==> src/hw/rtl/assert_macros.svh <==
// ---------------------------------------------------------------------------
// Assertion macros
// Concurrent assertion wrappers; they compile to nothing under SYNTHESIS.
// ---------------------------------------------------------------------------
`ifndef ASSERT_MACROS_SVH
`define ASSERT_MACROS_SVH

`ifndef SYNTHESIS

// Property must hold at every rising clock edge outside reset.
`define ASSERT_PROP(name, clk, rst_n, prop, msg) \
  name: assert property (@(posedge clk) disable iff (!rst_n) (prop)) else $error(msg);

// Condition must never be true outside reset.
`define ASSERT_NEVER(name, clk, rst_n, cond, msg) \
  name: assert property (@(posedge clk) disable iff (!rst_n) !(cond)) else $error(msg);

`else

`define ASSERT_PROP(name, clk, rst_n, prop, msg)
`define ASSERT_NEVER(name, clk, rst_n, cond, msg)

`endif

`endif

==> src/hw/rtl/mst_ram.sv <==
// ---------------------------------------------------------------------------
// mst_ram
// Generic single-port-write, single-port-read RAM with registered read.
// ---------------------------------------------------------------------------
module mst_ram #(
  parameter int unsigned Width = 8,
  parameter int unsigned Depth = 16
) (
  input  logic                     clk_i,
  input  logic                     we_i,
  input  logic [$clog2(Depth)-1:0] waddr_i,
  input  logic [Width-1:0]         wdata_i,
  input  logic                     re_i,
  input  logic [$clog2(Depth)-1:0] raddr_i,
  output logic [Width-1:0]         rdata_o
);

  logic [Width-1:0] mem_q [Depth];
  logic [Width-1:0] rdata_q;

  always_ff @(posedge clk_i) begin
    if (we_i) begin
      mem_q[waddr_i] <= wdata_i;
    end
    if (re_i) begin
      rdata_q <= mem_q[raddr_i];
    end
  end

  assign rdata_o = rdata_q;

endmodule

==> config.mk <==
export PLATFORM = sky130hd
export DESIGN_NAME = mst_ram
export DESIGN_NICKNAME = d
export VERILOG_FILES = /design/src/hw/rtl/assert_macros.svh /design/src/hw/rtl/mst_ram.sv
export SDC_FILE = /design/constraint.sdc
export NUM_CORES = 1
export LEC_CHECK = 0
export BUFFER_PORTS_ARGS = -buffer_cell sky130_fd_sc_hd__buf_2
export CAP_MARGIN = 0
export CORE_MARGIN = 2
export CORE_UTILIZATION = 65
export DETAILED_ROUTE_END_ITERATION = 7
export PLACE_DENSITY_LB_ADDON = 0.12
export SETUP_SLACK_MARGIN = 0.05
export SYNTH_ARGS = -nofsm -noshare
export SYNTH_HDL_FRONTEND = slang
export SYNTH_SLANG_ARGS = --single-unit
==> constraint.sdc <==
create_clock -name clk_i -period 2.69 [get_ports clk_i]
set_clock_uncertainty 0.05 [all_clocks]
set_input_delay 0.269 -clock clk_i [delete_from_list [all_inputs] [get_ports clk_i]]
set_output_delay 0.269 -clock clk_i [all_outputs]
set_load 0.02 [all_outputs]
# Word-level counts from Yosys, hierarchy flattened
# Memories as Yosys holds them, arrays and structs flattened. A register that Yosys moved wholly into a read port is not among the register bits.
# Index checks and enable logic that the tools add are counted.
# totals
reg_bits	0
mem_bits_rw	128
elab_cells	3
mem_count	1
# classes
mux	2
# mem_list
name	depth	word_bits	read_ports	rd_ports_with_merged_regs	write_ports	line	rtl
mem_q	16	8	1	1	1	mst_ram.sv:18	logic [Width-1:0] mem_q [Depth];
# ops
cell	count
1-bit two-way mux	2

# Longest topological paths before layout
# logic_depth
depth_word	2
mapped_depth	5
depth_no_buf	3

# Least setup slack after synthesis
# OpenSTA, ideal clock, no wires.
# synth_path
kind	input-to-reg
startpoint	in waddr_i[2]
endpoint	mem mem_q[0][0], enable pin
arrival_ns	1.379
t_required_ns	2.257
setup_slack_ns	0.878
stages	2
path_buffers	0
cell_sequence	or3b_2 -> nor3_1
# synth_lines
item	line	rtl
start: declaration	mst_ram.sv:11	input logic [$clog2(Depth)-1:0] waddr_i,
end: declaration	mst_ram.sv:18	
# Straight into the memory's write port.

==> impl_results.md <==
* Status: completed
* Worst Setup Start Kind: flop
* Register clock-pin slew on the reported worst setup and hold paths at 60 ps
* Core area at 7770 um2
* Switching Share at 20.2%
* Share of cells above drive strength 1 at 31.2%
* Crit Path Max Fanout at 1
* Post-synth EDFFs at 136
* RSZ-0062 raised after global routing: no
* I/O Buffers at 26
* # rows at 32
* First-pass GRT wire length at 15,600 um
* Setup crit end kind: flop
* DRT Pass-1 Iters at 4
* Die width at 93.7 um
* Global route overflow at 0
* Hold Path Cell Cnt at 1
* Worst slew pin tran at 823 ps
* Initial Utilization at 67.3%
* Hold Path Class: input pin to flop
* Final Slew Violations at 0
* Post-Syn Area at 5230 um2
* Mux cell area share after synthesis at 14.8%
* Vias in the first global route at 2,684
* Post-route ant nets at 0
* # nets final at 302
* Final setup violation count at 0
* Cell variety after synth at 18
* Post-Layout Cell Count at 397
* # H-tree levels at 4
* Hold-fix buffers, CTS at 0
* Post-CTS Setup Repair Bufs at 0
* Worst-Skew Late Latency at 510 ps
* Largest family of logic cells by synthesized area: multiplexers
* Logic pwr share at 4.7%
* Iter 0 DRT Violations at 304
* Synth cell count leaders: 136 x edfxtp_1, 18 x mux4_2, 16 x a22oi_1
* Syn_nets at 248
* Period utilization at 61.8%
* P_leak at 2.09 nW
* WHS at 88.5 ps
* Top-count cell post-synth: edfxtp_1
* Largest net degree at the start of global routing at 33
* Post-CTS sizing at 0
* Vias at 2,567
* Biggest area consumer among synthesized cells: edfxtp_1
* Flop2flop setup slack at 1030 ps
* Die area at 8780 um2
* Ant. Diodes at 0
* Req. time, crit path at 2890 ps
* Arrival time at the worst endpoint at 1860 ps
* Top cell type's share of synthesized area at 78.1%
* Hold endpoint: rdata_o[7]
* Post-Syn Area per Cell at 22.8 um2
* Clock power share at 45.8%
* RePlAce Congestion at 0.755
* Min Tclk post-route at 1660 ps
* Synth area leaders: edfxtp_1 78%, mux4_2 7.8%, mux4_1 7.0%, a22oi_1 2.3%, nor2_1 0.93%
* Register area share after synthesis at 78.1%
* Hold path startpoint: re_i
* Number of synthesized register bits at 136
* Clock buffer count from CTS at 17
* Synth Instances at 229
* NetSw at 0.000982 W
* Crit Path Class: flop to flop
* Total track usage at 26.5%
* Drt drc at 0
* Vias/cell at 6.47
* Main synth FF type: edfxtp_1
* Ys async rst share at 0%
* Synth Area in Simple Gates at 3.14%
* Worst R2R Path Depth at 3
* Int Pwr at 0.00388 W
* Adder-Cell Fraction of Synth Area at 0%
* CTS sink count at 136
* MaxCap Viol Count at 0
* Max Root-Sink Buffers at 2
* Placed cell count at 366
* Worst ir drop on vdd at 0.646 mV
* Reg power frac at 49.4%
* Setup TNS at 0 ps
* CTS tree: yes
* Power per cell area at 793 nW/um2
* YS warnings at 0
* Post-synthesis xor/xnor area fraction at 0%
* DP Wirelength at 5970 um
* Final hold vios at 0
* Final wirelength at 10,300 um
* DR WL/cell at 26.1 um
* Die H at 93.7 um
* Antenna violations before repair at 0
* Rel. slew slack at 44.9%
* I/O Pins at 27
* Compound-Gate Fraction of Synth Area at 2.30%
* Achievable Freq at 0.601 GHz
* Synth-to-layout area growth at 17.2%
* Worst reg2reg endpoint: rdata_o[2]
* CTS root buf: clkbuf_8
* FF-to-FF Start: mem_q[10][2]
state kept, by name (all words and copies together), names as in the netlist:
signal	count
rdata_o	8
mem_q	128
layout make-up:
class	instances	area, um2
clock buffers	18	418
clock inverters	13	156
fillers	389	1640
multi-input cells	83	1060
flip-flops and latches	136	4080
well taps	102	128
repair buffers	45	285
how the worst max path moves through the flow:
stage | cells past startpoint | end | from
floorplan | 2 | mem_q[0][0] | waddr_i[2]
global placement | 5 | rdata_o[5] | raddr_i[1]
detailed placement | 5 | rdata_o[3] | raddr_i[1]
CTS | 3 | rdata_o[2] | mem_q[10][2]
global route | 3 | rdata_o[2] | mem_q[8][2]
finish | 3 | rdata_o[2] | mem_q[10][2]
critical path, stage by stage (launching register included):
cell and delay [ps]:
edfxtp_1 390, mux4_1 510, a22oi_1 370, nand2_1 80
per-layer routing:
layer / routed length, um / share of wire, % / track usage, %
met1: 4080 / 39 / 36.5
met2: 5050 / 49 / 40.5
met3: 964 / 9.3 / 7.30
met4: 253 / 2.4 / 12.0
met5: 0 / 0 / 0
power groups by stage:
stage                     sequential [W]  clock [W]  combinational, W
after detailed placement         0.00244          0          0.000226
after global placement           0.00244          0          0.000220
after floorplan                  0.00245          0          0.000120
final                            0.00240    0.00223          0.000229
after CTS                        0.00240    0.00225          0.000230
after global routing             0.00241    0.00233          0.000247
kinds of logic after synthesis:
group,after synthesis
compound gates,16
flops,136
buf+inv,10
mux,32
simple gates,35
placed cells by master, fill, tap and decap left out, drive strengths merged:
cell type  synthesis  layout
nor3               4       4
and2               1       1
nand2b             2       2
mux4              32      32
clkbuf             0      18
buf                7      45
nand2              9       9
nand3b             2       2
bufinv             0       3
clkinv             0       7
edfxtp           136     136
and2b              1       1
nor2b              1       1
a22oi             16      16
nor2              13      13
or3b               1       1
clkinvlp           0       3
nand3              1       1
metrics by stage:
step / power (W) / area (um2) / setup WS, ps / util [%]
final: 0.00486 / 6130 / 1030 / 78.9
after global placement: 0.00266 / 5550 / 692 / 71.5
after CTS: 0.00488 / 6130 / 1050 / 78.9
after detailed placement: 0.00267 / 5550 / 686 / 71.5
after global routing: 0.00498 / 6130 / 980 / 78.9
after floorplan: 0.00257 / 5230 / 878 / -
No activity file was read; power rests on OpenSTA's default activity.
