`config.mk`:
```
export PLATFORM = sky130hd
export DESIGN_NAME = mst_step
export DESIGN_NICKNAME = d
export VERILOG_FILES = /design/src/hw/rtl/assert_macros.svh /design/src/hw/rtl/mst_pkg.sv /design/src/hw/rtl/mst_step.sv
export SDC_FILE = /design/constraint.sdc
export NUM_CORES = 1
export LEC_CHECK = 0
export BUFFER_PORTS_ARGS = -buffer_cell sky130_fd_sc_hd__buf_4
export CAP_MARGIN = 20
export CORE_MARGIN = 5
export CORE_UTILIZATION = 55
export DETAILED_ROUTE_END_ITERATION = 12
export PLACE_DENSITY = 0.93
export SLEW_MARGIN = 20
export SYNTH_ARGS = -nofsm -noshare
export SYNTH_HDL_FRONTEND = slang
export SYNTH_SLANG_ARGS = --single-unit
```
`constraint.sdc`:
```
create_clock -name vclk -period 5.48
set_clock_uncertainty 0.2 [all_clocks]
set_input_delay 0.274 -clock vclk [all_inputs]
set_output_delay 0.274 -clock vclk [all_outputs]
set_load 0.03 [all_outputs]
```
`src/hw/rtl/assert_macros.svh`:
```
// ---------------------------------------------------------------------------
// Assertion macros
// Concurrent assertion wrappers; they compile to nothing under SYNTHESIS.
// ---------------------------------------------------------------------------
`ifndef ASSERT_MACROS_SVH
`define ASSERT_MACROS_SVH

`ifndef SYNTHESIS

// Property must hold at every rising clock edge outside reset.
`define ASSERT_PROP(name, clk, rst_n, prop, msg) \
  name: assert property (@(posedge clk) disable iff (!rst_n) (prop)) else $error(msg);

// Condition must never be true outside reset.
`define ASSERT_NEVER(name, clk, rst_n, cond, msg) \
  name: assert property (@(posedge clk) disable iff (!rst_n) !(cond)) else $error(msg);

`else

`define ASSERT_PROP(name, clk, rst_n, prop, msg)
`define ASSERT_NEVER(name, clk, rst_n, cond, msg)

`endif

`endif

```
`src/hw/rtl/mst_pkg.sv`:
```
// ---------------------------------------------------------------------------
// mst_pkg
// Shared constants, words and codes of the min tracking stack.
// ---------------------------------------------------------------------------
package mst_pkg;

  localparam int unsigned DataWidth  = 32;
  localparam int unsigned Depth      = 1024;
  localparam int unsigned EntryWidth = DataWidth + 1;
  localparam int unsigned AddrWidth  = $clog2(Depth);
  localparam int unsigned FillWidth  = $clog2(Depth + 1);

  // Minimum register after reset: largest positive value.
  localparam logic signed [DataWidth-1:0] MinReset = {1'b0, {(DataWidth-1){1'b1}}};

  typedef enum logic [1:0] {
    MODE_PUSH  = 2'd0,
    MODE_POP   = 2'd1,
    MODE_QUERY = 2'd2
  } mode_e;

  typedef enum logic [1:0] {
    STAT_OK    = 2'd0,
    STAT_EMPTY = 2'd1,
    STAT_FULL  = 2'd2
  } status_e;

  typedef enum logic [1:0] {
    ST_IDLE,
    ST_RD,
    ST_WAIT
  } state_e;

  typedef struct packed {
    logic        [1:0]           mode;
    logic signed [DataWidth-1:0] data_in;
  } in_word_t;

  typedef struct packed {
    logic signed [DataWidth-1:0] value_out;
    logic signed [DataWidth-1:0] minimum_out;
    logic                        empty_flag;
    logic        [1:0]           status;
  } out_word_t;

  // State update produced by one operation.
  typedef struct packed {
    logic                        wr_en;
    logic [AddrWidth-1:0]        wr_addr;
    logic [EntryWidth-1:0]       wr_data;
    logic [FillWidth-1:0]        fill;
    logic signed [DataWidth-1:0] minimum;
  } upd_t;

endpackage

```
`src/hw/rtl/mst_step.sv`:
```
// ---------------------------------------------------------------------------
// mst_step
// Operation datapath: offset encode on push, decode on pop and query.
// ---------------------------------------------------------------------------
module mst_step (
  input  logic [1:0]                                 mode_i,
  input  logic signed [mst_pkg::DataWidth-1:0]       data_i,
  input  logic [mst_pkg::EntryWidth-1:0]             rd_data_i,
  input  logic [mst_pkg::FillWidth-1:0]              fill_i,
  input  logic signed [mst_pkg::DataWidth-1:0]       min_i,
  output mst_pkg::upd_t                              upd_o,
  output mst_pkg::out_word_t                         res_o
);

  localparam int unsigned DW = mst_pkg::DataWidth;
  localparam int unsigned EW = mst_pkg::EntryWidth;
  localparam int unsigned FW = mst_pkg::FillWidth;
  localparam int unsigned AW = mst_pkg::AddrWidth;

  logic signed [EW-1:0] data_x;
  logic signed [EW-1:0] min_x;
  logic signed [EW-1:0] off;
  logic signed [EW-1:0] prev_min;
  logic                 full;
  logic                 empty;
  logic                 off_neg;
  logic [FW-1:0]        fill_new;
  logic signed [DW-1:0] min_new;

  assign data_x   = {data_i[DW-1], data_i};
  assign min_x    = {min_i[DW-1], min_i};
  assign off      = rd_data_i;
  assign off_neg  = off[EW-1];
  assign prev_min = min_x - off;
  assign full     = (fill_i == FW'(mst_pkg::Depth));
  assign empty    = (fill_i == '0);

  always_comb begin
    upd_o.wr_en   = 1'b0;
    upd_o.wr_addr = fill_i[AW-1:0];
    upd_o.wr_data = data_x - min_x;
    fill_new      = fill_i;
    min_new       = min_i;
    res_o.value_out = data_i;
    res_o.status    = mst_pkg::STAT_OK;

    if (mode_i == mst_pkg::MODE_PUSH) begin
      if (full) begin
        res_o.status = mst_pkg::STAT_FULL;
      end else begin
        upd_o.wr_en = 1'b1;
        fill_new    = fill_i + FW'(1);
        if (empty) begin
          upd_o.wr_data = '0;
          min_new       = data_i;
        end else if (data_i < min_i) begin
          min_new = data_i;
        end
      end
    end else if (empty) begin
      res_o.value_out = '1;
      res_o.status    = mst_pkg::STAT_EMPTY;
    end else begin
      // negative offset: this entry lowered the minimum
      res_o.value_out = off_neg ? min_i : (min_i + off[DW-1:0]);
      if (mode_i == mst_pkg::MODE_POP) begin
        fill_new = fill_i - FW'(1);
        if (off_neg) begin
          min_new = prev_min[DW-1:0];
        end
      end
    end

    upd_o.fill        = fill_new;
    upd_o.minimum     = min_new;
    res_o.empty_flag  = (fill_new == '0);
    res_o.minimum_out = (fill_new == '0) ? '1 : min_new;
  end

endmodule

```
* After elaboration in Yosys (flattened, before gate mapping)
Index checks and enable logic that the tools add are counted.
** Storage, ports and cells
- Input port bits :: 110
- Flip-flop bits (word level) :: 0
- Output and inout bits :: 154
- Logic and storage cells :: 34
** Operators by class
- Reductions and logical operators :: 3
- Muxes and demuxes :: 23
- Add/sub/neg operators :: 5
- Magnitude comparators :: 1
- Eq/ne operators :: 2
** Operators with widths (number)
- $mux 32 :: 11
- $mux 33 :: 3
- $mux 11 :: 4
- $sub 32x32->33 :: 1
- $add 32x32->32 :: 1
- $lt 32x32->1 :: 1
- $sub 32x32->32 :: 1
- $logic_not 11->1 :: 2
- $add 11x1->11 const B :: 1
- $eq 11x11->1 const B :: 1
- $sub 11x1->11 const B :: 1
- $mux 2 :: 2
- $mux 1 :: 3
- $eq 2x1->1 const B :: 1
- $logic_not 2->1 :: 1

* Longest topological paths before layout
- Depth after elaboration :: 6
- Gate-level depth with buffers :: 15
- Mapped depth without buffers :: 14

* Worst setup path before layout
Ideal clock, no wire load.
- Kind :: input to output
- Start point :: input min_i[1] (netlist name)
- End point :: output res_o[20] (netlist name)
- Cell stages on the path :: 13
- Data required time :: 5006 ps
- Data arrival time :: 3585 ps
- Buffers on the path :: 1
- Path slack :: 1421 ps
- Path through :: inv_1 -> ha_1 -> nor2b_1 -> o31a_1 -> o311ai_1 -> o21ai_1 -> a31oi_4 -> o21ai_2 -> o21ai_2 -> nor2_2 -> buf_2 -> a221oi_1 -> nand2b_1
** RTL lines
- start, declared :: RTL line mst_step.sv:10 : input logic signed [mst_pkg::DataWidth-1:0] min_i,
- end, declared :: RTL line mst_step.sv:12 : output mst_pkg::out_word_t res_o

==> flow_summary.json <==
{
  "critical_path.cell_chain": "buf_4 -> inv_1 -> ha_1 -> inv_1 -> fa_1 -> a211oi_1 -> o21ai_0 -> and4_1 -> o21ai_1 -> o41ai_2 -> o22ai_1 -> nand2_1 -> o22a_1 -> a21oi_1 -> o21ai_0 -> buf_4",
  "nClkBuffers": 0,
  "synth_fp_nets": 1322,
  "finalHoldViolations": 0,
  "syn_inst": 1113,
  "first_pass_iters": 9,
  "power_leakage_nw": 4.59,
  "wirelength_um": 28500,
  "rows": 41,
  "relSlewSlack_pct": 35.1,
  "setup_viol": 0,
  "cp_max_fo": 4,
  "power.density_mw_per_mm2": 166,
  "final_antenna_net_count": 0,
  "diodes": 0,
  "arrival_ns": 3.62,
  "grt_pass1_vias": 8567,
  "worstPathRequired_ns": 5.01,
  "crit_type": "input port to output pin",
  "dieArea_mm2": 0.0152,
  "dieHeight_um": 123,
  "synth_xor_xnor_area_share_pct": 10.4,
  "ff_latch_area_um2": 0,
  "hpwlAfterDp_um": 23300,
  "grt_overflow": 0,
  "postCtsSetupRepairBufs": 0,
  "min_path_type": "input port to output pin",
  "max_stage_delay_ns": 0.43,
  "fill_cells": 1119,
  "drv_slew": 0,
  "drive_gt1_share_pct": 23.6,
  "synthMuxAreaShare_pct": 2.01,
  "end_kind": "output pin",
  "synth_cell_types": 81,
  "synthAdderAreaFrac_pct": 17.8,
  "avgSynthCellArea_um2": 6.37,
  "initial_utilization_pct": 56.1,
  "design_area_mm2": 0.00907,
  "timing.final.crit_period_ns": 4.10,
  "synth_top_family_by_area": "compound AO/OA/AOI/OAI gates",
  "syn_to_final_growth_pct": 28.1,
  "fin_crit_sh_pct": 74.8,
  "ctsResizeCount": 0,
  "drv_cap": 0,
  "route.detailed.drc": 0,
  "max_freq_ghz": 0.244,
  "synth.cell_area_mm2": 0.00708,
  "holdBufCountCts": 0,
  "grt_pass1_wl_um": 42900,
  "io_pins": 264,
  "synth_top_area_cell": "ha_1",
  "vias_per_cell": 6.19,
  "seq_cell_count": 0,
  "nNetsFinal": 1540,
  "synth_top_area_share_pct": 17.0,
  "fin_tns_setup_ns": 0,
  "max-vdd-ir-drop_uv": 112,
  "place_area_mm2": 0.00907,
  "tightest_slew_ns": 0.972,
  "vias": 9289,
  "coreArea_mm2": 0.0126,
  "io_buffers": 264,
  "grt_max_degree": 37,
  "hold_ws_ns": 0.603,
  "ys_seq_area_share_pct": 0,
  "start_kind": "input port",
  "yosysWarnings": 0,
  "place_congestion": 1.03,
  "drtIter0Drc": 1059,
  "wl_per_cell_um": 19.0,
  "synth-compound-area-share_pct": 32.0,
  "fp.dieW_um": 123,
  "grt_antenna_before_repair": 0,
  "track_usage_pct": 34.7,
  "rsz0062_at_grt": "false",
  "synthSimpleGateAreaFrac_pct": 27.9,
  "status": "finished clean",
  "synth.top_cells.by_area": "ha_1 17%, nor2_1 7.9%, a21oi_1 7.4%, xnor2_1 6.9%, inv_1 5.5%",
  "cp_slowest_cell": "fa_1"
}
-- cell usage after synthesis, types with 26 or more instances --
cell,instances
inv_1,103
xor2_1,26
ha_1,96
nand2_1,78
clkbuf_1,33
nand3_1,30
a21o_1,28
o21ai_0,58
xnor2_1,56
nor2_1,149
nor3_1,35
a21oi_1,105
-- layout make-up --
| class | count | area (um2) | share of cell area, % |
|---|---|---|---|
| multi-input combinational | 947 | 6380 | 70.3 |
| timing repair buffer | 277 | 2080 | 22.9 |
| inverter | 105 | 397 | 4.37 |
| tap | 172 | 215 | 2.37 |
-- critical path: cells and delay by family --
family / cells / cell delay (ns)
adders and majority gates: 2 / 0.61
and+or+nand+nor: 2 / 0.35
AOI/OAI and AO/OA: 8 / 1.94
buffers and inverters: 4 / 0.44
-- logic make-up after synthesis --
| family | Yosys count |
|---|---|
| multiplexers | 14 |
| AO/OA/AOI/OAI | 347 |
| adder cells (fa/ha/maj) | 99 |
| AND/OR/NAND/NOR | 404 |
| XOR/XNOR | 83 |
| buffers and inverters | 166 |
-- final timing paths --
check / from / endpoint / slack (ns) / depth (start not counted)
setup / recovery: min_i[0] / res_o[33] / 1.38 / 16
hold / removal: fill_i[5] / upd_o[81] / 0.60 / 2
-- report_power, final --
group / switching [mW] / leakage, nW / internal [mW] / total [mW]
registers: 0 / 0 / 0 / 0
logic: 0.938 / 4.59 / 0.570 / 1.51
clock network: 0 / 0 / 0 / 0
-- metrics by stage --
| stage | utilization [%] | total power, mW | cells | worst slack (ns) |
|---|---|---|---|---|
| 2_1_floorplan | - | 0.973 | 1113 | 1.42 |
| 3_3_place_gp | 71.9 | 1.47 | 1501 | 1.57 |
| 3_5_place_dp | 71.9 | 1.48 | 1501 | 1.48 |
| 4_1_cts | 71.9 | 1.49 | 1501 | 1.44 |
| 5_1_grt | 71.9 | 1.60 | 1501 | 1.08 |
| 6_report | 71.9 | 1.51 | 1501 | 1.38 |
-- routing by layer --
metal	up-vias	routed length (um)	track usage, %
met4	0	1510	16.3
met2	648	13000	59.4
met3	119	3050	4.03
met1	4157	10900	43.1
li1	4365	-	-
met5	-	0	0
-- layout by cell type (no fill, tap or decap), drive strengths merged, types with 14 or more instances in the layout --
cell,netlist,final
a21o,28,28
a21oi,105,105
a22oi,14,14
buf,28,277
ha,96,96
inv,105,105
nand2,80,80
nand2b,22,22
nand3,30,30
nor2,150,150
nor2b,18,18
nor3,36,36
o21a,14,14
o21ai,64,64
o31ai,17,17
xnor2,56,56
xor2,27,27
(Power assumes the default switching activity.)
